[src/hdl/plb_pkg.sv]
// Shared constants, types and helper functions of the pulse length bit decoder.
package plb_pkg;

    localparam int COUNT_WIDTH = 20;
    localparam int MAX_BYTES   = 64;

    localparam int CFG_W   = 20;
    localparam int TIME_W  = 20;
    localparam int KIND_W  = 3;
    localparam int PKTO_W  = 7;
    localparam int IDX_W   = 3;
    localparam int PKT_W   = $clog2(MAX_BYTES + 1);
    localparam int CMP_W   = (COUNT_WIDTH > CFG_W) ? COUNT_WIDTH : CFG_W;
    localparam int PCMP_W  = (PKT_W > PKTO_W) ? PKT_W : PKTO_W;

    localparam logic [COUNT_WIDTH-1:0] COUNT_MAX = {COUNT_WIDTH{1'b1}};
    localparam logic [TIME_W-1:0]      TIME_MAX  = {TIME_W{1'b1}};
    localparam logic [PKTO_W-1:0]      PKTO_MAX  = {PKTO_W{1'b1}};
    localparam logic [PKT_W-1:0]       PKT_LIMIT = PKT_W'(MAX_BYTES);

    typedef enum logic [KIND_W-1:0] {
        EV_BIT     = 3'd0,
        EV_BYTE    = 3'd1,
        EV_RESET   = 3'd2,
        EV_BAD_PRE = 3'd3,
        EV_BAD_BIT = 3'd4
    } t_kind;

    typedef enum logic [IDX_W-1:0] {
        CFG_SHORT_MIN = 3'd0,
        CFG_SHORT_MAX = 3'd1,
        CFG_LONG_MIN  = 3'd2,
        CFG_LONG_MAX  = 3'd3,
        CFG_RESET_MIN = 3'd4,
        CFG_RESET_MAX = 3'd5,
        CFG_INVERT    = 3'd6,
        CFG_LOW_FIRST = 3'd7
    } t_cfg_idx;

    typedef struct packed {
        logic [CFG_W-1:0] short_min;
        logic [CFG_W-1:0] short_max;
        logic [CFG_W-1:0] long_min;
        logic [CFG_W-1:0] long_max;
        logic [CFG_W-1:0] reset_min;
        logic [CFG_W-1:0] reset_max;
        logic             invert_bits;
        logic             low_bit_first;
    } t_cfg;

    typedef struct packed {
        logic [KIND_W-1:0] event_kind;
        logic              bit_value;
        logic [7:0]        byte_value;
        logic [PKTO_W-1:0] packet_bytes;
        logic [TIME_W-1:0] low_time;
        logic [TIME_W-1:0] high_time;
    } t_result;

    function automatic logic [COUNT_WIDTH-1:0] sat_inc(input logic [COUNT_WIDTH-1:0] c);
        return (c == COUNT_MAX) ? c : c + 1'b1;
    endfunction

    function automatic logic in_window(input logic [COUNT_WIDTH-1:0] t,
                                       input logic [CFG_W-1:0] lo,
                                       input logic [CFG_W-1:0] hi);
        logic [CMP_W-1:0] tv;
        tv = CMP_W'(t);
        return (tv > CMP_W'(lo)) && (tv < CMP_W'(hi));
    endfunction

    function automatic logic [TIME_W-1:0] clamp_time(input logic [COUNT_WIDTH-1:0] c);
        logic [CMP_W-1:0] v;
        v = CMP_W'(c);
        return (v > CMP_W'(TIME_MAX)) ? TIME_MAX : TIME_W'(v);
    endfunction

    function automatic logic [PKTO_W-1:0] clamp_pkt(input logic [PKT_W-1:0] p);
        logic [PCMP_W-1:0] v;
        v = PCMP_W'(p);
        return (v > PCMP_W'(PKTO_MAX)) ? PKTO_MAX : PKTO_W'(v);
    endfunction

endpackage

[src/hdl/plb_cfg.sv]
// Configuration register file of the pulse length bit decoder.
module plb_cfg
    import plb_pkg::*;
(
    input  logic             i_clk,
    input  logic             i_rst_n,
    input  logic             i_cfg_we,
    input  logic [IDX_W-1:0] i_cfg_idx,
    input  logic [CFG_W-1:0] i_cfg_data,
    output t_cfg             o_cfg
);

    t_cfg r_cfg;

    always_ff @(posedge i_clk) begin
        if (!i_rst_n) begin
            r_cfg.short_min     <= CFG_W'(90);
            r_cfg.short_max     <= CFG_W'(210);
            r_cfg.long_min      <= CFG_W'(390);
            r_cfg.long_max      <= CFG_W'(510);
            r_cfg.reset_min     <= CFG_W'(600);
            r_cfg.reset_max     <= CFG_W'(1200);
            r_cfg.invert_bits   <= 1'b0;
            r_cfg.low_bit_first <= 1'b1;
        end else if (i_cfg_we) begin
            case (t_cfg_idx'(i_cfg_idx))
                CFG_SHORT_MIN: r_cfg.short_min     <= i_cfg_data;
                CFG_SHORT_MAX: r_cfg.short_max     <= i_cfg_data;
                CFG_LONG_MIN:  r_cfg.long_min      <= i_cfg_data;
                CFG_LONG_MAX:  r_cfg.long_max      <= i_cfg_data;
                CFG_RESET_MIN: r_cfg.reset_min     <= i_cfg_data;
                CFG_RESET_MAX: r_cfg.reset_max     <= i_cfg_data;
                CFG_INVERT:    r_cfg.invert_bits   <= i_cfg_data[0];
                CFG_LOW_FIRST: r_cfg.low_bit_first <= i_cfg_data[0];
                default: ;
            endcase
        end
    end

    assign o_cfg = r_cfg;

endmodule

[config.mk]
export PLATFORM = sky130hd
export DESIGN_NAME = plb_cfg
export DESIGN_NICKNAME = d
export VERILOG_FILES = /design/src/hdl/plb_pkg.sv /design/src/hdl/plb_cfg.sv
export SDC_FILE = /design/constraint.sdc
export NUM_CORES = 1
export LEC_CHECK = 0
export ABC_CLOCK_PERIOD_IN_PS = 2300
export BUFFER_PORTS_ARGS = -buffer_cell sky130_fd_sc_hd__clkbuf_2
export CAP_MARGIN = 20
export CELL_PAD_IN_SITES_DETAIL_PLACEMENT = 2
export CELL_PAD_IN_SITES_GLOBAL_PLACEMENT = 2
export CORE_MARGIN = 5
export CORE_UTILIZATION = 30
export DETAILED_ROUTE_END_ITERATION = 8
export PLACE_DENSITY = 0.78
export RECOVER_POWER = 100
export SYNTH_ARGS = -nofsm -noshare
export SYNTH_HDL_FRONTEND = slang
export SYNTH_SLANG_ARGS = --single-unit
[constraint.sdc]
create_clock -name i_clk -period 2.3 [get_ports i_clk]
set_clock_uncertainty 0.1 [all_clocks]
set_input_delay 0.115 -clock i_clk [delete_from_list [all_inputs] [get_ports i_clk]]
set_output_delay 0.115 -clock i_clk [all_outputs]
set_load 0.005 [all_outputs]
==> flow_metrics.py, run 1 <==
metrics = {
    "worst_setup_path": {
        "worstPathRequired_ns": 2.53,
        "cp-start-kind": "input pin",
        "crit_fanout": 12,
        "end_kind": "register",
        "slowest_delay_ns": 0.74,
        "arrival_ns": 1.70,
        "crit_path_top_delay_cell": "clkbuf_1",
        "crit_type": "input pin to register",
        "r2r_setup_slack_ns": 1.47,
        "cp_cell_sequence": "clkbuf_1 -> nand4b_1 -> clkbuf_1 -> mux2i_1",
        "cp_common_cell": "clkbuf_1",
    },
    "pwr": {
        "p_int_mw": 4.13,
        "pwr-share-comb_pct": 5.7,
        "powerDensity_mw_per_mm2": 875,
        "p_sw_mw": 1.23,
        "power_frac_clock_pct": 53.5,
        "irDropWorstVdd_mv": 0.505,
        "p_total_mw": 5.36,
        "sw_frac_of_total_pct": 23.0,
        "seqPwrFrac_pct": 40.9,
        "leakage_nw": 2.80,
    },
    "timing": {
        "period_needed_ns": 1.48,
        "setup_viol": 0,
        "drv_slew": 0,
        "rsz0062_at_grt": "no",
        "tns_ns": 0,
        "worstMarginPinSlew_ns": 1.06,
        "fmax_mhz": 678,
        "relSlewSlack_pct": 28.1,
        "final-hold-violation-count": 0,
        "period_share_pct": 64.1,
        "fin_ws_ns": 0.825,
    },
    "placement": {
        "place_ws_ns": 0.778,
        "gp_congestion": 0.786,
        "dp.cells": 758,
        "dp_hpwl_mm": 11.0,
        "portBuffers": 147,
    },
    "die": {
        "dieHeight_microns": 134,
        "die_w_microns": 134,
        "dieArea_sq_mm": 0.0180,
        "io_pins": 148,
        "num_rows": 45,
        "initial_core_util_pct": 30.5,
        "fp.coreArea_sq_mm": 0.0151,
    },
    "routing": {
        "via_per_inst": 4.70,
        "drtAntennaViolNets": 0,
        "drtIter0Drc": 117,
        "via_count": 3763,
        "drt_pass1_iterations": 4,
        "drc": 0,
        "finalWirelength_mm": 15.6,
        "post_drt_wl_per_cell_microns": 19.4,
    },
    "clock_tree": {
        "tritoncts": "built",
        "cts_htree_levels": 4,
        "clock_path_buffers": 2,
        "root_buffer": "clkbuf_16",
        "clkLatencyLatePin_ns": 0.41,
        "postCtsSetupRepairBufs": 0,
        "numCtsBuffers": 17,
        "clkSinkCount": 122,
        "path_clk_slew_ns": 0.06,
    },
    "synthesis": {
        "avgSynthCellArea_sq_um": 10.4,
        "ys_seq_area_share_pct": 52.8,
        "ys_warn_count": 0,
        "syn_nets": 469,
        "synthCells": 443,
        "yosys.cell_types.count": 15,
        "ys_ff_latch": 122,
        "synth_area_sq_mm": 0.00462,
    },
    "global_route": {
        "grt_first_pass_wirelength_mm": 24.6,
        "track_usage_pct": 17.8,
        "grt_overflow_total": 0,
        "grt_pass1_vias": 4309,
        "antenna_found_initial": 0,
        "grt_max_degree": 63,
    },
    "final_layout": {
        "seqCellArea_sq_mm": 0.00244,
        "instances_no_fill": 801,
        "insertedDiodeCount": 0,
        "drive_above_1_share_pct": 13.4,
        "area_growth_pct": 32.5,
        "largest_reg_flops": 122,
        "fin_nets": 626,
        "fillers": 1692,
        "multi_input_area_sq_mm": 0.00201,
    },
    "job": {
        "max_cap_violations": 0,
    },
    "run_status": {
        "status": "finished clean",
    },
    "hold_path": {
        "hold_path.class": "input pin to register",
    },
}
[per-layer routing]
layer	track usage (%)	vias up	routed length, microns
met5	0	-	0
met4	6.45	0	278
met3	6.04	21	966
met2	30.9	116	7710
met1	20.3	1834	6590
li1	-	1792	-
[through the flow]
step | utilization [%] | hold WS, ns | cell area [sq um]
finish | 40.4 | 0.0175 | 6130
global route | 40.4 | 0.0388 | 6130
CTS | 41.7 | 0.0223 | 6310
detailed placement | 36.7 | 0.281 | 5560
global placement | 36.7 | 0.267 | 5560
floorplan | - | 0.157 | 4620
[synth_stat cells]
cell	count	area [sq um]
buf_4	1	7.51
mux2i_1	122	1220
nor4bb_1	3	30.0
nand4b_1	3	26.3
buf_2	14	70.1
buf_6	2	22.5
dfxtp_1	122	2440
nand4_1	1	6.26
nand2_1	113	424
nand4bb_1	2	22.5
nor4b_2	1	15.0
clkbuf_1	17	63.8
nor2b_1	40	250
or4b_1	1	10.0
and4b_1	1	10.0
[final timing paths]
| check | from | endpoint | cells after the start |
|---|---|---|---|
| max | i_cfg_idx[1] | o_cfg[21] | 4 |
| min | i_cfg_data[16] | o_cfg[38] | 3 |
| max reg2reg | o_cfg[115] | o_cfg[115] | 2 |
| min reg2reg | o_cfg[22] | o_cfg[22] | 2 |
[placed cells by master (no fill, tap or decap), types with 2 or more instances in the layout]
| cell type | Yosys | final |
|---|---|---|
| clkbuf_2 | 0 | 44 |
| clkbuf_16 | 0 | 17 |
| clkinvlp_4 | 0 | 4 |
| nand2_1 | 113 | 113 |
| buf_4 | 1 | 5 |
| clkbuf_1 | 17 | 110 |
| nor2b_1 | 40 | 40 |
| bufinv_16 | 0 | 4 |
| dlygate4sd3_1 | 0 | 11 |
| mux2i_1 | 122 | 122 |
| nor4bb_1 | 3 | 3 |
| inv_6 | 0 | 2 |
| clkinv_2 | 0 | 2 |
| clkinv_4 | 0 | 2 |
| nand4b_1 | 3 | 3 |
| nand4bb_1 | 2 | 2 |
| dfxtp_1 | 122 | 122 |
[kinds of logic (layout without fill, tap and decap cells)]
kind of cell / count (synthesis) / after routing / share of synthesized area [%]
DFF: 122 / 122 / 52.8
and+or+nand+nor: 165 / 165 / 17.2
muxes: 122 / 122 / 26.4
buffers and inverters: 34 / 204 / 3.55
[what timing repair did]
action | in CTS | in global routing
gates resized for setup | 0 | 0
hold buffers | 11 | 0
hold endpoints to repair | 43 | 0
[power by group through the flow]
stage	Clock (mW)	Combinational (mW)	Sequential [mW]
2_1_floorplan	0	0.164	2.23
6_report	2.87	0.304	2.19
3_3_place_gp	0	0.298	2.23
3_5_place_dp	0	0.310	2.24
4_1_cts	2.93	0.329	2.19
5_1_grt	3.04	0.336	2.19
[critical path: cells and delay by family]
family	cells	cell delay, ns
muxes	1	0.30
and+or+nand+nor	1	0.21
buffers and inverters	2	1.07
[area by class of cell]
| cell class | instances | share of cell area (%) |
|---|---|---|
| sequential | 122 | 39.9 |
| multi-input combinational | 287 | 32.8 |
| timing repair buffer | 172 | 13.1 |
| clock buffer | 18 | 7.17 |
| tap | 188 | 3.84 |
| clock inverter | 14 | 3.19 |
Power figures use the tool's default switching activity.
==> run 2: changes to the inputs <==
ABC_CLOCK_PERIOD_IN_PS = 1200   (was 2300)
CORE_UTILIZATION = 28   (was 30)
PLACE_DENSITY = 0.76   (was 0.78)
clock period = 1.2 ns   (was 2.3 ns; I/O delays follow)
==> flow_metrics.py, run 2 (same netlist as run 1, synthesis figures left out) <==
metrics = {
    "run_status": {
        "status": "finished clean",
    },
    "clock_tree": {
        "postCtsSetupRepairBufs": 0,
        "clkSinkCount": 122,
        "cts_htree_levels": 4,
        "numCtsBuffers": 17,
        "clkLatencyLatePin_ns": 0.41,
        "path_clk_slew_ns": 0.05,
        "root_buffer": "clkbuf_16",
        "clock_path_buffers": 2,
        "tritoncts": "built",
    },
    "timing": {
        "period_needed_ns": 1.13,
        "fmax_mhz": 883,
        "worstMarginPinSlew_ns": 0.523,
        "period_share_pct": 94.3,
        "relSlewSlack_pct": 65.1,
        "rsz0062_at_grt": "no",
        "tns_ns": 0,
        "drv_slew": 0,
        "setup_viol": 0,
        "final-hold-violation-count": 0,
    },
    "routing": {
        "drt_pass1_iterations": 4,
        "post_drt_wl_per_cell_microns": 19.7,
        "via_count": 3887,
        "drc": 0,
        "via_per_inst": 4.54,
        "drtIter0Drc": 124,
        "drtAntennaViolNets": 0,
        "finalWirelength_mm": 16.9,
    },
    "global_route": {
        "grt_overflow_total": 0,
        "grt_pass1_vias": 4496,
        "track_usage_pct": 17.9,
        "grt_first_pass_wirelength_mm": 26.4,
        "grt_max_degree": 37,
        "antenna_found_initial": 0,
    },
    "pwr": {
        "leakage_nw": 2.92,
        "irDropWorstVdd_mv": 1.15,
        "powerDensity_mw_per_mm2": 1560,
        "p_total_mw": 9.93,
    },
    "die": {
        "initial_core_util_pct": 28.2,
        "dieHeight_microns": 138,
        "die_w_microns": 138,
        "num_rows": 47,
        "dieArea_sq_mm": 0.0192,
        "io_pins": 148,
        "fp.coreArea_sq_mm": 0.0164,
    },
    "placement": {
        "dp_hpwl_mm": 12.0,
        "portBuffers": 147,
        "gp_congestion": 0.767,
    },
    "final_layout": {
        "insertedDiodeCount": 0,
        "drive_above_1_share_pct": 15.7,
        "final_cell_mix": "122 x mux2i_1, 122 x dfxtp_1, 113 x nand2_1",
        "seqCellArea_sq_mm": 0.00244,
        "multi_input_area_sq_mm": 0.00203,
        "fillers": 1800,
        "fin_nets": 650,
        "largest_reg_flops": 122,
        "area_growth_pct": 37.4,
    },
    "worst_setup_path": {
        "slowest_delay_ns": 0.35,
        "end_kind": "primary output",
        "crit_type": "register to primary output",
        "crit_path_top_delay_cell": "dfxtp_1",
        "path_delay_family": "flip-flops",
        "cp_cell_sequence": "clkbuf_1",
        "crit_fanout": 2,
        "arrival_ns": 0.97,
        "crit_buf_inv": 1,
        "worstPathRequired_ns": 1.04,
        "cp-start-kind": "register",
    },
    "hold_path": {
        "hold_path.class": "input pin to register",
    },
    "job": {
        "max_cap_violations": 0,
    },
}
## run 2: cell types whose count changed in the layout (fill, tap and decap cells not counted), sizes merged
cell and delta:
inv -2, buf +15, dlygate4sd3 +6, clkinv +3, clkinvlp -4, clkbuf +7
bufinv -2
## run 2: where the power goes
group / total [mW] / internal (mW) / switching [mW]
Sequential: 4.20 / 4.14 / 0.0547
Combinational: 0.675 / 0.287 / 0.389
Clock: 5.05 / 3.24 / 1.82
## run 2: worst reg2reg max path, stage by stage (launching register included)
cell and delay [ns]:
dfxtp_1 0.35, nand2_1 0.08, mux2i_1 0.21
## run 2: stage by stage
step	hold WS, ns	worst slack, ns	area [sq um]	std cells	utilization (%)
after floorplan	0.102	-0.0168	4640	443	-
after global placement	0.216	-0.0884	5810	808	35.4
after detailed placement	0.248	-0.175	5810	808	35.4
after CTS	0.00571	0.0849	6560	856	40.0
after global routing	0.0512	0.0345	6350	856	38.7
final	0.0524	0.0679	6350	856	38.7
## run 2: path summary, 6_finish.rpt
check	startpoint	end	slack [ns]	cells after the start
worst min register to register	o_cfg[11]	o_cfg[11]	0.36	2
worst max register to register	o_cfg[17]	o_cfg[17]	0.36	2
worst max-delay path	o_cfg[88]	o_cfg[88]	0.07	1
worst min-delay path	i_cfg_data[16]	o_cfg[18]	0.05	3
## run 2: layout make-up
class / instances / share of cell area (%)
clock buffers: 22 / 7.62
clock inverters: 9 / 1.50
multi-input cells: 287 / 31.9
flip-flops and latches: 122 / 38.5
well taps: 220 / 4.33
repair buffers: 196 / 16.2
## run 2: layer usage
| layer | global-route usage (%) | vias to the layer above | wire length, microns |
|---|---|---|---|
| met1 | 20.0 | 1949 | 6970 |
| met2 | 32.8 | 79 | 9050 |
| met3 | 3.97 | 25 | 502 |
| met5 | 0 | - | 0 |
| met4 | 7.12 | 0 | 344 |
| li1 | - | 1834 | - |
## run 2: repair_timing
action                                 in CTS  in global routing
gates resized for setup                     0                  0
hold buffers                               17                  0
endpoints found under the hold margin      59                  0
==> run 3: changes to the inputs <==
CORE_ASPECT_RATIO = 1.5   (was unset)
==> flow_metrics.py, run 3 (same netlist as run 1, synthesis figures left out) <==
metrics = {
    "run_status": {
        "status": "finished clean",
    },
    "routing": {
        "via_count": 3832,
        "via_per_inst": 4.60,
        "drc": 0,
        "finalWirelength_mm": 16.2,
        "drtIter0Drc": 115,
        "drtAntennaViolNets": 0,
        "post_drt_wl_per_cell_microns": 19.4,
        "drt_pass1_iterations": 4,
    },
    "placement": {
        "place_ws_ns": -0.167,
        "dp_hpwl_mm": 11.9,
        "place_area_sq_mm": 0.00580,
        "dp.cells": 791,
        "portBuffers": 147,
        "gp_congestion": 0.819,
    },
    "die": {
        "dieArea_sq_mm": 0.0192,
        "die_w_microns": 115,
        "initial_core_util_pct": 28.5,
        "fp.coreArea_sq_mm": 0.0162,
        "num_rows": 57,
        "io_pins": 148,
        "dieHeight_microns": 167,
    },
    "worst_setup_path": {
        "worstPathRequired_ns": 1.04,
        "r2r_setup_slack_ns": 0.35,
        "slowest_delay_ns": 0.39,
        "crit_buf_inv": 1,
        "cp-startpoint": "o_cfg[70]",
        "crit_type": "register to primary output",
        "arrival_ns": 0.93,
        "cp-start-kind": "register",
        "crit_fanout": 2,
        "path_delay_family": "flip-flops",
        "reg2regPathDepth": 2,
        "end_kind": "primary output",
        "crit_path_top_delay_cell": "dfxtp_1",
        "cp.depth": 1,
        "r2r_start": "o_cfg[31]",
        "cp_cell_sequence": "clkbuf_2",
        "crit_path_end": "o_cfg[70]",
        "r2r-end": "o_cfg[31]",
    },
    "final_layout": {
        "seqCellArea_sq_mm": 0.00244,
        "final_cell_mix": "122 x mux2i_1, 122 x dfxtp_1, 113 x nand2_1",
        "area_growth_pct": 37.5,
        "insertedDiodeCount": 0,
        "fin_area_sq_mm": 0.00635,
        "drive_above_1_share_pct": 17.1,
        "largest_reg_flops": 122,
        "fin_nets": 641,
        "fillers": 1777,
        "instances_no_fill": 833,
        "postLayoutCoreUtil_pct": 39.3,
        "multi_input_area_sq_mm": 0.00203,
    },
    "clock_tree": {
        "root_buffer": "clkbuf_16",
        "numCtsBuffers": 17,
        "cts.hold.buffers_added": 11,
        "clkLatencyLatePin_ns": 0.40,
        "cts_htree_levels": 4,
        "clock_path_buffers": 2,
        "tritoncts": "built",
        "cts_resized": 0,
        "path_clk_slew_ns": 0.06,
        "postCtsSetupRepairBufs": 0,
        "clkSinkCount": 122,
    },
    "pwr": {
        "p_int_mw": 7.95,
        "p_total_mw": 10.4,
        "pwr-share-comb_pct": 6.3,
        "power_frac_clock_pct": 53.3,
        "irDropWorstVdd_mv": 0.771,
        "seqPwrFrac_pct": 40.4,
        "sw_frac_of_total_pct": 23.4,
        "powerDensity_mw_per_mm2": 1630,
        "p_sw_mw": 2.43,
        "leakage_nw": 2.93,
    },
    "global_route": {
        "grt_max_degree": 43,
        "antenna_found_initial": 0,
        "track_usage_pct": 16.9,
        "grt_first_pass_wirelength_mm": 24.9,
        "grt_overflow_total": 0,
        "grt_pass1_vias": 4424,
    },
    "timing": {
        "rsz0062_at_grt": "no",
        "tns_ns": 0,
        "period_needed_ns": 1.09,
        "final-hold-violation-count": 0,
        "fmax_mhz": 914,
        "setup_viol": 0,
        "drv_slew": 0,
        "whs_ns": 0.00852,
        "worstMarginPinSlew_ns": 0.671,
        "fin_ws_ns": 0.106,
        "period_share_pct": 91.2,
        "relSlewSlack_pct": 55.2,
    },
    "hold_path": {
        "hold_path.class": "input pin to register",
    },
    "job": {
        "max_cap_violations": 0,
    },
}
==> run 3: worst min-delay path by stage <==
stage | from | endpoint | slack (ns) | cells after the start
after global placement | i_cfg_data[4] | o_cfg[66] | 0.21 | 3
after detailed placement | i_cfg_data[4] | o_cfg[66] | 0.25 | 3
final | i_cfg_data[19] | o_cfg[21] | 0.009 | 3
after global routing | i_cfg_data[18] | o_cfg[120] | 0.04 | 3
after floorplan | i_cfg_data[4] | o_cfg[66] | 0.10 | 2
after CTS | i_cfg_idx[2] | o_cfg[0] | 0.01 | 4
==> run 3: power groups by stage <==
stage / logic [mW] / registers [mW] / clock network (mW)
2_1_floorplan: 0.320 / 4.28 / 0
3_3_place_gp: 0.650 / 4.28 / 0
3_5_place_dp: 0.675 / 4.29 / 0
4_1_cts: 0.709 / 4.20 / 5.69
5_1_grt: 0.717 / 4.21 / 5.83
6_report: 0.654 / 4.20 / 5.53
==> run 3: area by class of cell <==
type | count | area share, %
clock inverter | 14 | 3.29
clock buffer | 17 | 6.69
timing repair buffer | 187 | 15.7
sequential | 122 | 38.4
tap | 206 | 4.06
multi-input combinational | 287 | 31.9
==> run 3: layer usage <==
metal | GRT usage, % | share of wire (%) | vias to the layer above
met5 | 0 | 0 | -
met3 | 5.63 | 6.5 | 14
met4 | 4.29 | 1.1 | 0
li1 | - | - | 1823
met2 | 32.8 | 56 | 107
met1 | 16.6 | 36 | 1888
==> run 3: worst min-delay path: cells and delay by family <==
family,cells,cell delay [ns]
mux,1,0.11
simple gates,1,0.22
buf+inv,1,0.08
