**src/hdl/plb_pkg.sv**
```systemverilog
// Shared constants, types and helper functions of the pulse length bit decoder.
package plb_pkg;

    localparam int COUNT_WIDTH = 20;
    localparam int MAX_BYTES   = 64;

    localparam int CFG_W   = 20;
    localparam int TIME_W  = 20;
    localparam int KIND_W  = 3;
    localparam int PKTO_W  = 7;
    localparam int IDX_W   = 3;
    localparam int PKT_W   = $clog2(MAX_BYTES + 1);
    localparam int CMP_W   = (COUNT_WIDTH > CFG_W) ? COUNT_WIDTH : CFG_W;
    localparam int PCMP_W  = (PKT_W > PKTO_W) ? PKT_W : PKTO_W;

    localparam logic [COUNT_WIDTH-1:0] COUNT_MAX = {COUNT_WIDTH{1'b1}};
    localparam logic [TIME_W-1:0]      TIME_MAX  = {TIME_W{1'b1}};
    localparam logic [PKTO_W-1:0]      PKTO_MAX  = {PKTO_W{1'b1}};
    localparam logic [PKT_W-1:0]       PKT_LIMIT = PKT_W'(MAX_BYTES);

    typedef enum logic [KIND_W-1:0] {
        EV_BIT     = 3'd0,
        EV_BYTE    = 3'd1,
        EV_RESET   = 3'd2,
        EV_BAD_PRE = 3'd3,
        EV_BAD_BIT = 3'd4
    } t_kind;

    typedef enum logic [IDX_W-1:0] {
        CFG_SHORT_MIN = 3'd0,
        CFG_SHORT_MAX = 3'd1,
        CFG_LONG_MIN  = 3'd2,
        CFG_LONG_MAX  = 3'd3,
        CFG_RESET_MIN = 3'd4,
        CFG_RESET_MAX = 3'd5,
        CFG_INVERT    = 3'd6,
        CFG_LOW_FIRST = 3'd7
    } t_cfg_idx;

    typedef struct packed {
        logic [CFG_W-1:0] short_min;
        logic [CFG_W-1:0] short_max;
        logic [CFG_W-1:0] long_min;
        logic [CFG_W-1:0] long_max;
        logic [CFG_W-1:0] reset_min;
        logic [CFG_W-1:0] reset_max;
        logic             invert_bits;
        logic             low_bit_first;
    } t_cfg;

    typedef struct packed {
        logic [KIND_W-1:0] event_kind;
        logic              bit_value;
        logic [7:0]        byte_value;
        logic [PKTO_W-1:0] packet_bytes;
        logic [TIME_W-1:0] low_time;
        logic [TIME_W-1:0] high_time;
    } t_result;

    function automatic logic [COUNT_WIDTH-1:0] sat_inc(input logic [COUNT_WIDTH-1:0] c);
        return (c == COUNT_MAX) ? c : c + 1'b1;
    endfunction

    function automatic logic in_window(input logic [COUNT_WIDTH-1:0] t,
                                       input logic [CFG_W-1:0] lo,
                                       input logic [CFG_W-1:0] hi);
        logic [CMP_W-1:0] tv;
        tv = CMP_W'(t);
        return (tv > CMP_W'(lo)) && (tv < CMP_W'(hi));
    endfunction

    function automatic logic [TIME_W-1:0] clamp_time(input logic [COUNT_WIDTH-1:0] c);
        logic [CMP_W-1:0] v;
        v = CMP_W'(c);
        return (v > CMP_W'(TIME_MAX)) ? TIME_MAX : TIME_W'(v);
    endfunction

    function automatic logic [PKTO_W-1:0] clamp_pkt(input logic [PKT_W-1:0] p);
        logic [PCMP_W-1:0] v;
        v = PCMP_W'(p);
        return (v > PCMP_W'(PKTO_MAX)) ? PKTO_MAX : PKTO_W'(v);
    endfunction

endpackage

```
**src/hdl/plb_decode.sv**
```systemverilog
// Edge timing state machine, bit classification and byte packing.
module plb_decode
    import plb_pkg::*;
(
    input  logic    i_clk,
    input  logic    i_rst_n,
    input  logic    i_accept,
    input  logic    i_level,
    input  t_cfg    i_cfg,
    output logic    o_res_valid,
    output t_result o_res
);

    typedef enum logic [2:0] {
        PH_WAIT_LOW  = 3'd0,
        PH_WAIT_RISE = 3'd1,
        PH_PREAMBLE  = 3'd2,
        PH_SYM_LOW   = 3'd3,
        PH_SYM_HIGH  = 3'd4
    } t_phase;

    t_phase                 r_phase, n_phase;
    logic                   r_prev, n_prev;
    logic [COUNT_WIDTH-1:0] r_low_count, n_low_count;
    logic [COUNT_WIDTH-1:0] r_high_count, n_high_count;
    logic [3:0]             r_bits_held, n_bits_held;
    logic [7:0]             r_byte_shift, n_byte_shift;
    logic [PKT_W-1:0]       r_packet_count, n_packet_count;

    always_comb begin
        logic                   rise;
        logic                   fall;
        logic [COUNT_WIDTH-1:0] hc;
        logic                   one;
        logic                   zero;
        logic                   bit_v;
        logic [7:0]             sh;
        logic [3:0]             held;

        n_phase        = r_phase;
        n_prev         = r_prev;
        n_low_count    = r_low_count;
        n_high_count   = r_high_count;
        n_bits_held    = r_bits_held;
        n_byte_shift   = r_byte_shift;
        n_packet_count = r_packet_count;
        o_res_valid    = 1'b0;
        o_res          = '0;

        rise  = !r_prev && i_level;
        fall  = r_prev && !i_level;
        hc    = sat_inc(r_high_count);
        one   = in_window(r_low_count, i_cfg.short_min, i_cfg.short_max)
                && in_window(hc, i_cfg.long_min, i_cfg.long_max);
        zero  = in_window(hc, i_cfg.short_min, i_cfg.short_max)
                && in_window(r_low_count, i_cfg.long_min, i_cfg.long_max);
        bit_v = one ^ i_cfg.invert_bits;
        held  = r_bits_held + 4'd1;
        if (i_cfg.low_bit_first) begin
            sh = r_byte_shift | (8'(bit_v) << r_bits_held[2:0]);
        end else begin
            sh = {r_byte_shift[6:0], bit_v};
        end

        if (i_accept) begin
            n_prev = i_level;
            case (r_phase)
                PH_WAIT_LOW: begin
                    if (!i_level) begin
                        n_low_count = '0;
                        n_phase     = PH_WAIT_RISE;
                    end
                end
                PH_WAIT_RISE: begin
                    if (rise) begin
                        n_high_count = '0;
                        n_phase      = PH_PREAMBLE;
                    end
                end
                PH_PREAMBLE: begin
                    n_high_count = hc;
                    if (fall) begin
                        o_res_valid        = 1'b1;
                        o_res.packet_bytes = clamp_pkt(r_packet_count);
                        o_res.high_time    = clamp_time(hc);
                        n_packet_count     = '0;
                        n_bits_held        = '0;
                        n_byte_shift       = '0;
                        n_low_count        = '0;
                        if (in_window(hc, i_cfg.reset_min, i_cfg.reset_max)) begin
                            o_res.event_kind = EV_RESET;
                            n_phase          = PH_SYM_LOW;
                        end else begin
                            o_res.event_kind = EV_BAD_PRE;
                            n_phase          = PH_WAIT_RISE;
                        end
                    end
                end
                PH_SYM_LOW: begin
                    n_low_count = sat_inc(r_low_count);
                    if (rise) begin
                        n_high_count = '0;
                        n_phase      = PH_SYM_HIGH;
                    end
                end
                PH_SYM_HIGH: begin
                    n_high_count = hc;
                    if (fall) begin
                        o_res_valid    = 1'b1;
                        o_res.low_time  = clamp_time(r_low_count);
                        o_res.high_time = clamp_time(hc);
                        n_low_count    = '0;
                        if (one || zero) begin
                            o_res.bit_value = bit_v;
                            n_phase         = PH_SYM_LOW;
                            if (held[3]) begin
                                o_res.event_kind = EV_BYTE;
                                o_res.byte_value = sh;
                                n_bits_held      = '0;
                                n_byte_shift     = '0;
                                if (r_packet_count < PKT_LIMIT) begin
                                    n_packet_count = r_packet_count + 1'b1;
                                end
                            end else begin
                                o_res.event_kind = EV_BIT;
                                n_bits_held      = held;
                                n_byte_shift     = sh;
                            end
                        end else begin
                            o_res.packet_bytes = clamp_pkt(r_packet_count);
                            n_packet_count     = '0;
                            n_bits_held        = '0;
                            n_byte_shift       = '0;
                            if (in_window(hc, i_cfg.reset_min, i_cfg.reset_max)) begin
                                o_res.event_kind = EV_RESET;
                                n_phase          = PH_SYM_LOW;
                            end else begin
                                o_res.event_kind = EV_BAD_BIT;
                                n_phase          = PH_WAIT_RISE;
                            end
                        end
                    end
                end
                default: begin
                    n_phase = PH_WAIT_LOW;
                end
            endcase
        end
    end

    always_ff @(posedge i_clk) begin
        if (!i_rst_n) begin
            r_phase        <= PH_WAIT_LOW;
            r_prev         <= 1'b0;
            r_low_count    <= '0;
            r_high_count   <= '0;
            r_bits_held    <= '0;
            r_byte_shift   <= '0;
            r_packet_count <= '0;
        end else begin
            r_phase        <= n_phase;
            r_prev         <= n_prev;
            r_low_count    <= n_low_count;
            r_high_count   <= n_high_count;
            r_bits_held    <= n_bits_held;
            r_byte_shift   <= n_byte_shift;
            r_packet_count <= n_packet_count;
        end
    end

    a_event_on_fall: assert property (@(posedge i_clk) disable iff (!i_rst_n)
        o_res_valid |-> (i_accept && r_prev && !i_level))
        else $error("Event raised without a falling edge.");

    a_bad_bit_idles: assert property (@(posedge i_clk) disable iff (!i_rst_n)
        (o_res_valid && o_res.event_kind == EV_BAD_BIT)
        |=> (r_phase == PH_WAIT_RISE && r_packet_count == '0 && r_bits_held == '0))
        else $error("Bad bit did not return to idle with a cleared packet.");

    a_byte_clears: assert property (@(posedge i_clk) disable iff (!i_rst_n)
        (o_res_valid && o_res.event_kind == EV_BYTE)
        |=> (r_bits_held == '0 && r_byte_shift == '0 && r_phase == PH_SYM_LOW))
        else $error("Completed byte left bits behind.");

    a_bits_bounded: assert property (@(posedge i_clk) disable iff (!i_rst_n)
        r_bits_held < 4'd8 && r_packet_count <= PKT_LIMIT)
        else $error("Bit or byte count out of range.");

endmodule

```
**config.mk**
```make
export PLATFORM = sky130hd
export DESIGN_NAME = plb_decode
export DESIGN_NICKNAME = d
export VERILOG_FILES = /design/src/hdl/plb_pkg.sv /design/src/hdl/plb_decode.sv
export SDC_FILE = /design/constraint.sdc
export NUM_CORES = 1
export LEC_CHECK = 0
export ABC_AREA = 1
export BUFFER_PORTS_ARGS = -buffer_cell sky130_fd_sc_hd__clkbuf_2
export CORE_MARGIN = 1
export CORE_UTILIZATION = 52
export DETAILED_ROUTE_END_ITERATION = 6
export HOLD_SLACK_MARGIN = 0.12
export PLACE_DENSITY = 0.8
export SYNTH_ARGS = -nofsm -noshare
export SYNTH_HDL_FRONTEND = slang
export SYNTH_SLANG_ARGS = --single-unit
export TNS_END_PERCENT = 20
```
**constraint.sdc**
```tcl
create_clock -name i_clk -period 3.6 [get_ports i_clk]
set_clock_uncertainty 0.2 [all_clocks]
set_input_delay 0.36 -clock i_clk [delete_from_list [all_inputs] [get_ports i_clk]]
set_output_delay 0.36 -clock i_clk [all_outputs]
set_load 0.1 [all_outputs]
```
==> impl_metrics.yaml, run 1 <==
sta:
  worst_pin_slew_ns: 1.156
  fin_tns_setup_ns: -26.56
  fin_crit_sh_pct: 132.2
  slew_headroom_pct: 22.83
  slew_viol_final: 0
  period_minus_slack_ns: 4.760
  max_freq_ghz: 0.2101
  rsz0062_at_grt: "true"
  hold_viol_final: 0
  setup_violations: 38
  finalWorstSetupSlack_ns: -1.160
logic_synthesis:
  syn_area_um2: 8735
  synth-seq-cells: 62
  synth.avg_cell_area_um2: 6.427
  synthTopCellsByArea: "ha_1, dfxtp_1, nand2_1"
  synth_top_area_share_pct: 28.51
  yosysTopAreaCell: "ha_1"
  synthCells: 1359
  synth.distinct_cells: 41
  ys_seq_area_share_pct: 14.21
  syn_nets: 1684
  yosys_warnings: 0
  async_flop_share_pct: 0
  synth-edff-count: 0
  synth-main-ff-cell: "dfxtp_1"
flow_run:
  maxCapViolCount: 0
clock_tree:
  clk_pin_slew_ns: 0.06
  clockBufferDepth: 2
  cts_inserted_buffers: 9
  clock-sinks: 62
  cts_tree: "yes"
  clock_latency_ns: 0.35
  htree_levels: 3
  root_buffer: "clkbuf_16"
floorplanning:
  die-area_um2: 17320
  io-pin-count: 186
  start_util_pct: 53.05
  rows: 47
  core_um2: 16470
  die_h_um: 131.6
  chipWidth_um: 131.6
final_layout:
  mostFrequentLayoutCells: "nand2_1, inv_1, ha_1"
  diodes: 0
  final_nets: 2004
  areaGrowthSynthToFinish_pct: 43.25
  final_common_cell: "nand2_1"
  drive_gt1_share_pct: 30.29
routing:
  wl_per_cell_um: 16.47
  vias: 10546
  drt_first_iter_violations: 895
  ant_nets: 0
  vias_per_cell: 5.539
  dr.pass1.iters: 5
  drc_errors: 0
  drt-total-wl_um: 31350
setup_path:
  cp.required_ns: 3.04
  worst_path_max_delay_cell: "dfxtp_2"
  start_kind: "register"
  reg2reg_slack_ns: -0.42
  critical-path-max-stage-delay_ns: 0.33
  worst_ep_arrival_time_ns: 4.20
  setup.worst_path.end_class: "output pin"
  crit_buf_inv: 6
  critPathMaxFanout: 5
  cpLargestDelayFamily: "simple AND/OR/NAND/NOR gates"
  crit_type: "register to output pin"
  cp_common_cell: "nor2_2"
pwr:
  seqPwrFrac_pct: 33.4
  comb_power_share_pct: 25.1
  ir_worst_vdd_v: 0.0002024
  intPower_w: 0.001425
  powerDensity_nw_per_um2: 170.5
  netSwitchingPower_w: 0.0007093
  total_power_w: 0.002134
  swShare_pct: 33.24
  clock_power_share_pct: 41.5
  p_leak_nw: 6.574
grt:
  grt_max_degree: 33
  grt_pass1_vias: 9895
  antenna_found_initial: 0
  grt_pass1_wl_um: 47830
  track_usage_pct: 34.67
  overflow: 0
status:
  status: "finished, violations left"
  violations: "negative setup slack"
placed_design:
  gp_congestion: 0.9548
  hpwl_um: 23890
  place_ws_ns: -0.8335
  portBuffers: 185
worst_hold_path:
  min-delay-path-class: "input pin to register"
[worst register-to-register path, delay by kind of cell, from the launching register on]
kind | cells | cell delay (ns)
buf+inv | 6 | 0.53
flops | 1 | 0.33
fa+ha+maj | 1 | 0.32
simple gates | 20 | 2.37
compound gates | 2 | 0.18
[cell families (layout without fill, tap and decap cells)]
family / after synthesis / count (layout) / share of synthesized area, %
and+or+nand+nor: 574 / 575 / 29.22
buffers and inverters: 273 / 597 / 11.96
AOI/OAI and AO/OA: 236 / 236 / 14.60
adders and majority gates: 199 / 199 / 28.51
DFF: 62 / 62 / 14.21
xor gates and xnor gates: 15 / 15 / 1.504
[Yosys cell counts, types with 6 or more instances]
cell	instances
nand2_1	266
inv_1	249
ha_1	199
nor2_1	148
a21oi_1	146
dfxtp_1	62
nand3_1	59
o21ai_0	53
nand4_1	26
nor3_1	23
xor2_1	15
clkbuf_1	13
nor2_2	8
nand2_2	7
nand3_2	7
o21a_1	7
a211oi_1	6
nand3b_1	6
or2_2	6
[metrics by stage]
| stage | area (um2) | instances | utilization (%) | hold slack [ns] |
|---|---|---|---|---|
| 2_1_floorplan | 9034 | 1359 | - | 0.2438 |
| 3_3_place_gp | 11640 | 1863 | 70.70 | 0.2554 |
| 3_5_place_dp | 11640 | 1863 | 70.70 | 0.2649 |
| 4_1_cts | 12260 | 1897 | 74.45 | 0.2308 |
| 5_1_grt | 12510 | 1904 | 75.99 | 0.2603 |
| 6_report | 12510 | 1904 | 75.99 | 0.2387 |
[repair_timing]
action,4_1_cts,5_1_grt
pin swaps,29,33
endpoints found under the hold margin,1,0
hold buffers,2,0
endpoints found under the setup margin,38,38
gates cloned,1,0
gates resized for setup,44,48
setup buffers,15,7
[final timing paths]
| check | from | endpoint | cells after the start |
|---|---|---|---|
| worst max-delay path | r_high_count[7] | o_res[53] | 28 |
| worst min-delay path | i_rst_n | r_packet_count[3] | 3 |
| worst max register to register | r_high_count[7] | r_byte_shift[7] | 29 |
| worst min register to register | r_byte_shift[2] | r_byte_shift[2] | 2 |
[state kept, by name (all words and copies together), names as in the netlist]
register and count:
r_bits_held 3, r_prev 1, r_low_count 20, r_high_count 20, r_phase 3, r_byte_shift 8
r_packet_count 7
[final cells by class]
| type | instances | area, um2 |
|---|---|---|
| fillers | 1184 | 3954 |
| well taps | 220 | 275.3 |
| clock inverters | 4 | 28.78 |
| multi-input cells | 1025 | 7097 |
| repair buffers | 326 | 2618 |
| inverters | 255 | 964.7 |
| clock buffers | 12 | 267.8 |
| flip-flops and latches | 62 | 1261 |
[power groups by stage]
| stage | Clock [W] | Sequential (W) | Combinational, W |
|---|---|---|---|
| 2_1_floorplan | 0 | 0.000722 | 0.000295 |
| 3_3_place_gp | 0 | 0.000724 | 0.000479 |
| 3_5_place_dp | 0 | 0.000725 | 0.000495 |
| 4_1_cts | 0.000882 | 0.000710 | 0.000507 |
| 5_1_grt | 0.000903 | 0.000713 | 0.000595 |
| 6_report | 0.000886 | 0.000712 | 0.000536 |
[per-layer routing]
metal	vias to the layer above	global-route usage, %	part of all wire, %
met2	546	58.70	47
li1	5093	-	-
met5	-	0	0
met4	0	17.70	5.1
met1	4783	42.20	39
met3	124	5.594	8.7
No activity file was read; power rests on OpenSTA's default activity.
==> run 2: changes to the inputs <==
--- a/config.mk
+++ b/config.mk
@@ -8,10 +8,10 @@
 export ABC_AREA = 1
 export BUFFER_PORTS_ARGS = -buffer_cell sky130_fd_sc_hd__clkbuf_2
 export CORE_MARGIN = 1
-export CORE_UTILIZATION = 52
+export CORE_UTILIZATION = 45
 export DETAILED_ROUTE_END_ITERATION = 6
 export HOLD_SLACK_MARGIN = 0.12
-export PLACE_DENSITY = 0.8
+export PLACE_DENSITY = 0.7
 export SYNTH_ARGS = -nofsm -noshare
 export SYNTH_HDL_FRONTEND = slang
 export SYNTH_SLANG_ARGS = --single-unit
==> run 2 against run 1 <==
Effect of this change:
- the run still ends with negative setup slack left
- die area up 15%
- critical path depth is the same
- wire length shrank 5.2%
- final cell count grew 2.4%
- register-to-register slack gained 0.05 ns
- worst setup slack better by 0.13 ns
- highest routed layer unchanged
==> impl_metrics.yaml, run 2 (synthesis results as in run 1) <==
sta:
  slew_headroom_pct: 38.70
  fin_crit_sh_pct: 128.6
  max_freq_ghz: 0.2160
  period_minus_slack_ns: 4.631
  rsz0062_at_grt: "true"
  finalWorstSetupSlack_ns: -1.031
  hold_viol_final: 0
  worst_pin_slew_ns: 0.9185
  fin_tns_setup_ns: -23.90
  setup_violations: 38
  slew_viol_final: 0
routing:
  drc_errors: 0
  drt-total-wl_um: 29710
  vias_per_cell: 5.217
  vias: 10168
  drt_first_iter_violations: 651
  ant_nets: 0
  dr.pass1.iters: 5
  wl_per_cell_um: 15.25
placed_design:
  portBuffers: 185
  gp_congestion: 0.9561
  dp.cells: 1911
  place_ws_ns: -0.8053
  hpwl_um: 24370
final_layout:
  final_common_cell: "nand2_1"
  areaGrowthSynthToFinish_pct: 44.36
  drive_gt1_share_pct: 30.67
  reg.largest.list: "r_high_count (20), r_low_count (20), r_byte_shift (8)"
  mostFrequentLayoutCells: "nand2_1, inv_1, ha_1"
  fillCellCount: 1679
  stdcell_count: 1949
  final_nets: 2009
  diodes: 0
grt:
  grt_pass1_vias: 9613
  track_usage_pct: 29.63
  grt_pass1_wl_um: 46610
  antenna_found_initial: 0
  overflow: 0
  grt_max_degree: 29
setup_path:
  setup.worst_path.end_class: "output pin"
  critical-path-max-stage-delay_ns: 0.34
  crit_type: "register to output pin"
  worst_path_max_delay_cell: "dfxtp_2"
  timing.rr.end: "r_byte_shift[7]"
  worst_ep_arrival_time_ns: 4.07
  r2r_cells: 30
  start_kind: "register"
  reg2reg_slack_ns: -0.37
  cp.required_ns: 3.04
  critPathMaxFanout: 8
  timing.rr.start: "r_high_count[6]"
worst_hold_path:
  min-delay-path-class: "input pin to register"
  hold_end: "r_prev"
  hold_start: "i_level"
  whs_path_depth: 3
floorplanning:
  rows: 50
  die-area_um2: 19970
  core_um2: 18890
  chipWidth_um: 141.3
  die_h_um: 141.3
  start_util_pct: 46.23
  io-pin-count: 186
clock_tree:
  cts_tree: "yes"
  htree_levels: 3
  clk_pin_slew_ns: 0.06
  cts_inserted_buffers: 9
  clockBufferDepth: 2
  ctsHoldBuffers: 0
  clock_latency_ns: 0.35
  clock-sinks: 62
  root_buffer: "clkbuf_16"
pwr:
  p_leak_nw: 6.560
  powerDensity_nw_per_um2: 165.5
  ir_worst_vdd_v: 0.0001958
flow_run:
  maxCapViolCount: 0
status:
  status: "finished, violations left"
  violations: "negative setup slack"
[run 2: changes by cell type in the layout (fill, tap and decap cells not counted), sizes merged]
cell	change
clkinv	+1
inv	+2
buf	+7
clkinvlp	-1
clkbuf	-2
dlygate4sd3	-2
[run 2: final cells by class]
| cell class | count | area, um2 | area share [%] |
|---|---|---|---|
| multi-input cells | 1025 | 7126 | 56.51 |
| well taps | 260 | 325.3 | 2.580 |
| inverters | 255 | 964.7 | 7.650 |
| clock buffers | 10 | 239.0 | 1.895 |
| flip-flops and latches | 62 | 1265 | 10.03 |
| repair buffers | 331 | 2646 | 20.99 |
| clock inverters | 6 | 43.79 | 0.3473 |
[run 2: critical path: cells and delay by family (launching register included)]
kind                       cells  cell delay (ns)
buffers and inverters          5             0.38
DFF                            1             0.34
adders and majority gates      1             0.21
and+or+nand+nor               19             2.36
AOI/OAI and AO/OA              3             0.42
[run 2: layer usage]
layer  up-vias  track usage (%)  wire length (um)
met2       379            49.50             13490
li1       5121                -                 -
met4         0            10.81               919
met5         -                0                 0
met1      4600            39.38             13480
met3        68            3.105              1821
[run 2: stage by stage]
step	util [%]	instance area, um2	hold WS [ns]	total power [W]
floorplan	-	9034	0.2438	0.001016
global placement	62.22	11760	0.2580	0.001209
detailed placement	62.22	11760	0.2636	0.001221
CTS	64.83	12250	0.1250	0.002072
global route	66.74	12610	0.1630	0.002179
finish	66.74	12610	0.1203	0.002087
[run 2: how the worst max path moves through the flow]
stage                      endpoint       startpoint  cells past startpoint
after detailed placement  o_res[47]  r_high_count[4]                     26
after global placement    o_res[47]  r_high_count[1]                     25
after floorplan           o_res[47]  r_high_count[6]                     27
after CTS                 o_res[48]  r_high_count[6]                     28
final                     o_res[47]  r_high_count[6]                     28
after global routing      o_res[47]  r_high_count[7]                     28
[run 2: repair_timing]
action                                  in CTS  in global routing
endpoints found under the setup margin      38                 38
gates cloned                                 0                  1
buffers inserted                             9                 12
pin swaps                                   17                 49
gates resized for setup                     31                 61
[run 2: power breakdown]
group          switching [W]  leakage [nW]  internal [W]
sequential         0.0000146         0.509      0.000696
clock               0.000367         0.139      0.000489
combinational       0.000322          5.91      0.000198
total               0.000704          6.56       0.00138
==> run 3: changes to the inputs <==
--- a/config.mk
+++ b/config.mk
@@ -12,6 +12,7 @@
 export DETAILED_ROUTE_END_ITERATION = 6
 export HOLD_SLACK_MARGIN = 0.12
 export PLACE_DENSITY = 0.7
+export SETUP_SLACK_MARGIN = 0.5
 export SYNTH_ARGS = -nofsm -noshare
 export SYNTH_HDL_FRONTEND = slang
 export SYNTH_SLANG_ARGS = --single-unit
==> run 3 against run 2 <==
Effect of this change:
- the flow still finishes with violations (negative setup slack)
- power increased by 7.6%
- hold slack gained 0.014 ns
- core utilization fell by 0.39 points
- flip-flop and latch count is the same
- clock power is 18% higher
- count of clock-buffer cells in the layout unchanged
- maximum frequency barely moved
- largest power group unchanged
==> impl_metrics.yaml, run 3 (synthesis results as in run 1) <==
routing:
  drt-total-wl_um: 29940
  vias: 10143
  dr.pass1.iters: 5
  ant_nets: 0
  drt_first_iter_violations: 731
  drc_errors: 0
  wl_per_cell_um: 15.40
  vias_per_cell: 5.218
pwr:
  seqPwrFrac_pct: 31.7
  total_power_w: 0.002244
  comb_power_share_pct: 23.4
  netSwitchingPower_w: 0.0007192
  swShare_pct: 32.04
  powerDensity_nw_per_um2: 179.0
  clock_power_share_pct: 44.9
  intPower_w: 0.001525
  ir_worst_vdd_v: 0.0002286
  p_leak_nw: 6.564
sta:
  hold_viol_final: 0
  fin_crit_sh_pct: 128.6
  rsz0062_at_grt: "true"
  hold_ws_ns: 0.1342
  slew_viol_final: 0
  finalWorstSetupSlack_ns: -1.030
  max_freq_ghz: 0.2160
  setup_violations: 38
  worst_pin_slew_ns: 0.9207
  period_minus_slack_ns: 4.630
  slew_headroom_pct: 38.61
clock_tree:
  cts_inserted_buffers: 9
  clock_latency_ns: 0.35
  ctsHoldBuffers: 0
  root_buffer: "clkbuf_16"
  clockBufferDepth: 2
  htree_levels: 3
  clk_pin_slew_ns: 0.06
  cts_tree: "yes"
  clock-sinks: 62
flow_run:
  maxCapViolCount: 0
final_layout:
  fillCellCount: 1655
  diodes: 0
  final_common_cell: "nand2_1"
  multi_input_area_um2: 7018
  drive_gt1_share_pct: 29.63
  reg.largest.list: "r_high_count (20), r_low_count (20), r_byte_shift (8)"
  final_core_util_pct: 66.35
  final_nets: 2004
  mostFrequentLayoutCells: "nand2_1, inv_1, ha_1"
  seq_area_um2: 1257
  areaGrowthSynthToFinish_pct: 43.52
grt:
  grt_pass1_wl_um: 46560
  grt_max_degree: 33
  track_usage_pct: 29.96
  antenna_found_initial: 0
  overflow: 0
  grt_pass1_vias: 9462
floorplanning:
  chipWidth_um: 141.3
  die_h_um: 141.3
  die-area_um2: 19970
  core_um2: 18890
  start_util_pct: 46.23
  io-pin-count: 186
  rows: 50
setup_path:
  crit_buf_inv: 6
  crit_type: "register to output pin"
  setup.worst_path.end_class: "output pin"
  worst_path_max_delay_cell: "dfxtp_2"
  critical-path-max-stage-delay_ns: 0.33
  start_kind: "register"
  worst_ep_arrival_time_ns: 4.07
  critPathMaxFanout: 8
  cpLargestDelayFamily: "simple AND/OR/NAND/NOR gates"
  cp.required_ns: 3.04
  cp_common_cell: "nor2_2"
placed_design:
  portBuffers: 185
  hpwl_um: 24580
  place_ws_ns: -0.7321
  gp_congestion: 0.9593
status:
  violations: "negative setup slack"
  status: "finished, violations left"
worst_hold_path:
  min-delay-path-class: "input pin to register"
[run 3: cell type report]
cell class	instances	share of cell area, %
Multi-Input combinational cell	1025	55.98
Timing Repair Buffer	326	21.05
Sequential cell	62	10.03
Inverter	255	7.695
Tap cell	260	2.595
Clock buffer	10	1.906
Clock inverter	6	0.7386
[run 3: power by group through the flow]
stage                     clock network [W]  registers (W)  logic [W]
after detailed placement                  0       0.000726   0.000498
after CTS                           0.00101       0.000711   0.000508
after global routing                0.00104       0.000712   0.000583
after floorplan                           0       0.000722   0.000295
after global placement                    0       0.000725   0.000486
final                               0.00101       0.000711   0.000526
[run 3: worst paths after layout]
| kind | startpoint | slack (ns) | cells after the start | end |
|---|---|---|---|---|
| max | r_high_count[6] | -1.03 | 29 | o_res[48] |
| min | i_level | 0.13 | 3 | r_prev |
| min reg2reg | r_byte_shift[3] | 0.28 | 2 | r_byte_shift[3] |
| max reg2reg | r_high_count[6] | -0.40 | 33 | r_packet_count[0] |
[run 3: worst min-delay path: stages]
cell,delay (ns)
clkbuf_2,0.08
inv_1,0.08
a21oi_1,0.13
[run 3: per-stage QoR]
step	area, um2	setup TNS (ns)	std cells
final	12540	-24.04	1944
after global routing	12540	-33.58	1944
after CTS	12350	-20.92	1942
after detailed placement	11850	-16.20	1918
after global placement	11850	-15.75	1918
after floorplan	9034	-8.613	1359
[run 3: layer usage]
layer  wire (um)  vias up  GRT usage [%]  share of wire, %
met2       13660      401          49.69                46
li1            -     5110              -                 -
met3        2121       62          4.624               7.1
met5           0        -              0                 0
met4         839        0          10.81               2.8
met1       13320     4570          39.24                44
[run 3: what timing repair did]
item	CTS	global route
resized for setup	26	41
setup buffers	7	2
cloned	1	0
endpoints found under the hold margin	0	0
setup endpoints to repair	39	70
pin swaps	26	37
